## config.mk

```make
export PLATFORM = sky130hd
export DESIGN_NAME = hmi_front
export DESIGN_NICKNAME = d
export VERILOG_FILES = /design/src/hash_multiset_intersection_macros.svh /design/src/hmi_pkg.sv /design/src/hmi_front.sv
export SDC_FILE = /design/constraint.sdc
export NUM_CORES = 1
export LEC_CHECK = 0
export ABC_AREA = 1
export BUFFER_PORTS_ARGS = -buffer_cell sky130_fd_sc_hd__buf_4
export CAP_MARGIN = 20
export CORE_MARGIN = 1
export CORE_UTILIZATION = 54
export CTS_CLUSTER_SIZE = 16
export DETAILED_ROUTE_END_ITERATION = 10
export PLACE_DENSITY = 0.78
export SYNTH_ARGS = -nofsm -noshare
export SYNTH_HDL_FRONTEND = slang
export SYNTH_SLANG_ARGS = --single-unit
```

## constraint.sdc

```tcl
create_clock -name clk -period 4 [get_ports clk]
set_clock_uncertainty 0.1 [all_clocks]
set_input_delay 0.4 -clock clk [delete_from_list [all_inputs] [get_ports clk]]
set_output_delay 0.4 -clock clk [all_outputs]
set_load 0.005 [all_outputs]
```

## src/hash_multiset_intersection_macros.svh

```systemverilog
// assertion macros for the hash multiset intersection block
`ifndef HASH_MULTISET_INTERSECTION_MACROS_SVH
`define HASH_MULTISET_INTERSECTION_MACROS_SVH
`ifndef SYNTH
`define HMI_ASSERT(lbl, clk, rst, prop, msg) \
  lbl: assert property (@(posedge clk) disable iff (rst) (prop)) else $error(msg);
`define HMI_ASSERT_IMP(lbl, clk, rst, ante, cons, msg) \
  lbl: assert property (@(posedge clk) disable iff (rst) (ante) |-> (cons)) else $error(msg);
`else
`define HMI_ASSERT(lbl, clk, rst, prop, msg)
`define HMI_ASSERT_IMP(lbl, clk, rst, ante, cons, msg)
`endif
`endif

```

## src/hmi_pkg.sv

```systemverilog
// types and constants of the hash multiset intersection block
`timescale 1ns / 1ps
package hmi_pkg;
  localparam int BUCKETS = 1024;
  localparam int ENTRIES = 1024;
  localparam int BKT_W = 10;
  localparam int IDX_W = 10;
  localparam int CNT_W = 11;
  localparam logic [CNT_W-1:0] COUNT_MAX = 11'd2047;
  localparam logic MODE_INSERT = 1'b0;
  localparam logic MODE_PROBE = 1'b1;

  typedef struct packed {
    logic               mode;
    logic signed [31:0] value;
    logic               last_of_set;
  } hmi_req_t;

  typedef struct packed {
    logic signed [31:0] echo_value;
    logic               matched;
    logic [CNT_W-1:0]   count_after;
    logic               status;
  } hmi_res_t;

  typedef struct packed {
    hmi_req_t         item;
    logic [BKT_W-1:0] bucket;
  } hmi_job_t;

  typedef struct packed {
    logic [31:0]      key;
    logic [CNT_W-1:0] count;
    logic             nvalid;
    logic [IDX_W-1:0] next;
  } hmi_node_t;

  typedef struct packed {
    logic             hvalid;
    logic [IDX_W-1:0] idx;
  } hmi_head_t;

  typedef struct packed {
    logic pop;
    logic clearing;
  } hmi_ctl_t;
endpackage

```

## src/hmi_front.sv

```systemverilog
// request intake: bucket selection and a two-entry job queue
`timescale 1ns / 1ps
module hmi_front import hmi_pkg::*; (
  input  logic     clk,
  input  logic     rst,
  input  logic     start,
  output logic     busy,
  input  hmi_req_t req,
  input  hmi_ctl_t ctl,
  output logic     job_valid,
  output hmi_job_t job
);
  logic [31:0] mag;
  hmi_job_t    q [2];
  logic        wr_ptr;
  logic        rd_ptr;
  logic [1:0]  cnt;
  logic        push;
  logic        pop;

  // magnitude of the signed value, then bucket by low bits
  assign mag = req.value[31] ? (32'd0 - req.value) : req.value;
  assign busy = (cnt == 2'd2) || ctl.clearing;
  assign push = start && !busy;
  assign pop = ctl.pop && (cnt != 2'd0);
  assign job_valid = (cnt != 2'd0);
  assign job = q[rd_ptr];

  always_ff @(posedge clk) begin
    if (push) begin
      q[wr_ptr].item <= req;
      q[wr_ptr].bucket <= mag[BKT_W-1:0];
    end
  end

  always_ff @(posedge clk) begin
    if (rst) begin
      wr_ptr <= 1'b0;
      rd_ptr <= 1'b0;
      cnt <= 2'd0;
    end else begin
      if (push) wr_ptr <= !wr_ptr;
      if (pop) rd_ptr <= !rd_ptr;
      if (push && !pop) cnt <= cnt + 2'd1;
      else if (pop && !push) cnt <= cnt - 2'd1;
    end
  end
endmodule

```

==> results.md <==
Setup path:
- The startpoint identified for the worst register-to-register timing path is cnt[0]$_SDFFE_PP0P_.
- The worst register-to-register path has a depth of 6.
- The worst endpoint data arrival time is 2090 ps.
- The capturing element type of the critical path is an output port.
- At the worst endpoint, the required time is 3500 ps.
- The worst-path maximum fanout is 28.
- The kind of start point of the critical path is a flop.
- The path type of the worst setup path is flop to output port.

STA:
- In this run the tightest slew margin relative to its limit is 0.3663.
- The post-route minimum period is 2595 ps.
- The highest achievable clock rate is 0.3854 GHz.
- The number of endpoints with negative hold slack in the final report came to 0.
- Setup repair after global routing left no endpoint under its margin.
- At the pin with the least slew margin, the transition time is 949.2 ps.
- The max-slew violation count was 0.
- Setup violations remaining at the end of the flow were counted as 0.
- After routing, the total negative slack on setup checks comes to 0 ps.
- Of the available clock period, the critical path in the final layout requires 0.6487.
- The post-route worst hold slack is roughly 110 ps.

Routing:
- The routed design has 6030 um of wire.
- In the routed design, unresolved DRC markers number 0.
- Detailed routing inserted a total of 2015 vias.
- The wire length per cell after detailed routing is 14.74 um.
- The detailed router finished its first iteration with 70 violations.
- The number of detailed-routing iterations run before antenna repair is 4.
- After detailed routing, the number of vias per cell comes to 4.927.
- The count of antenna-violating nets left after detailed routing is 0.

Floorplan:
- The die footprint is about 0.0074 sq mm.
- The height of the die is 85.74 um.
- The standard-cell row count is 30.
- For this configuration, the core starts out at a cell density of 0.5573.
- The area of the core is 0.006794 sq mm.
- In this run the horizontal extent of the chip is 85.74 um.
- The count of boundary I/O pins is 85.

CTS:
- The clock drives 91 sinks.
- The cell chosen for the clock root is clkbuf_8.
- The clock tree from TritonCTS is done.
- The insertion delay to the later sink of the worst-skew pair is ~340 ps.
- No sink is reached through more buffers than the 2 on the longest clock path.
- The number of clock buffers added by TritonCTS is 9.
- For this design, the CTS-stage hold fixing added 0 buffers.
- The CTS clock-pin slew for the worst setup and hold paths is 80 ps.
- In this run the post-CTS setup repair buffer count came out at 0.
- The number of resized instances in the post-cts repair step is 0.
- The H-tree depth is 3.

Global routing:
- The initial antenna violation count was 0.
- The global-route usage over all layers is 0.1770.
- The first global-routing pass estimated between 9000 and 10000 um of wire.
- Entering global routing, the biggest net connects 44 pins.
- The number of global-route vias before repair is 2050.
- After global routing the overflow that remains totals 0.

Min path:
- The start point of the worst min-delay path is rst.
- The worst hold path was traced through 2 stages.
- The class of the tightest hold or removal check is input pin to flop.

Place:
- The half-perimeter wire length after detailed placement is about 4000 um.
- Buffers placed on the I/O ports in this run total 84.
- The last weighted congestion value of the routability-driven placer is 0.7721.

Final layout:
- The sequential cells in the finished layout cover a total of 0.002684 sq mm.
- The repair_antennas step left the layout with diodes totalling 0.
- Of the cells placed in the final design, the portion with a size suffix greater than 1 is 0.4728.
- Summing all multi-input logic gate instances after layout gives roughly 940 sq um.
- The area growth from synthesis to layout is 23.73%.
- The post-layout net count is 350.
- The filler cell count in the final layout is 462.

Synth:
- The number of enable-type register cells in the synthesized netlist is 86.
- Sorting the synthesized cells by how often they occur yields 86 x edfxtp_1, 40 x mux2_4, 29 x nand2_1, 15 x inv_1, 7 x nor2_1.
- Counting every net in the synthesized netlist gives 260.
- In this run, distinct cell masters in the synthesized netlist total 22.
- The library cell with the largest summed area after synthesis is edfxtp_1.
- The count of mapped cells out of synthesis is 219.
- The average cell area after synthesis is 17.29 sq um.
- The sequential fraction of the synthesis area is 0.7085.
- Of the post-synthesis cell area, the dominant cell type holds 0.6821.
- Among all flip-flop cells after synthesis, the most frequent one is edfxtp_1.
- The synthesized cell area is about 0.0038 sq mm.
- For this run, the number of Yosys warnings is 0.
- The most frequently used cell type in the post-synthesis netlist is edfxtp_1.
- After synthesis, the share of flip-flops with an asynchronous set or reset is 0.
- The register bit total from synthesis is slightly above 90.
- After synthesis, the cell types taking the most area are edfxtp_1 68%, mux2_4 16%, nand2_1 2.9%.

Status:
- The run finished with clean final reports.

Power and ir drop:
- The static leakage power is 1.880 nW.
- The maximum ir drop on the vdd rail is 0.2337 mV.
- The power per unit of standard cell area is 494.0 mW/mm^2.

Job:
- The tool flagged a number of max-cap violations equal to 0.
cell usage in the layout, fill, tap and decap left out:
master	synthesis	routed
buf_4	2	86
edfxtp_1	86	86
mux2_4	40	40
nand2_1	29	29
inv_1	15	14
clkbuf_8	0	9
nor2_1	7	6
nand3_1	6	6
a21oi_1	5	5
o21ai_0	4	4
dfxtp_1	5	4
mux2_2	3	3
bufinv_16	0	3
inv_2	1	2
o21ai_1	2	2
xnor2_1	2	2
ha_1	2	2
nand3_2	1	1
nand4_1	1	1
a21o_1	1	1
nand3b_1	1	1
xor2_1	1	1
nor2_4	0	1
dfxtp_2	0	1
clkinvlp_4	0	1
clkbuf_1	0	1
clkinv_2	0	1
sequential cells by signal, indices dropped and copies added, names as in the netlist, named ones only:
signal and flops:
rd_ptr 1, cnt 2, q 86, wr_ptr 1
path summary, 6_finish.rpt:
path                                            end  slack (ps)
worst max-delay path                        job[40]        1410
worst min register to register  wr_ptr$_SDFFE_PP0P_         370
worst max register to register    q[0][2]$_DFFE_PP_        2010
worst min-delay path            wr_ptr$_SDFFE_PP0P_         110
per-stage QoR:
stage	util	cell area [sq um]	worst slack (ps)	std cells	total power, mW
after CTS	0.6895	4684	1346	409	2.331
after global routing	0.6895	4684	1283	409	2.407
after detailed placement	0.6556	4454	1741	394	1.629
after global placement	0.6556	4454	1766	394	1.615
final	0.6895	4684	1405	409	2.314
after floorplan	-	3786	1086	219	1.462
kinds of logic (layout without fill, tap and decap cells):
family,after synthesis,after routing,synth area share
compound gates,12,12,0.01652
xor+xnor,3,3,0.006941
fa+ha+maj,2,2,0.006608
buf+inv,23,117,0.04395
flops,91,91,0.7085
mux,43,43,0.1675
simple gates,45,45,0.04990
metal layers:
layer,up-vias,global-route usage,routed length [um]
met1,960,0.2052,2605
li1,975,-,-
met5,-,0,0
met4,0,0.09848,140
met2,67,0.2967,2948
met3,13,0.05197,335
critical path: stages (launching register included):
cell and delay, ps:
dfxtp_2 680, buf_4 540, mux2_2 390, buf_4 130
final cells by class:
type	count	area share
flip-flops and latches	91	0.5729
multi-input cells	105	0.2017
repair buffers	86	0.1378
clock buffers	10	0.02724
well taps	96	0.02564
clock inverters	5	0.02190
inverters	16	0.01282
report_power, final:
| part | internal [mW] | switching (mW) | total, mW |
|---|---|---|---|
| Combinational | 0.270 | 0.182 | 0.452 |
| Sequential | 1.11 | 0.0344 | 1.15 |
| Clock | 0.411 | 0.302 | 0.713 |
Power figures use the tool's default switching activity.
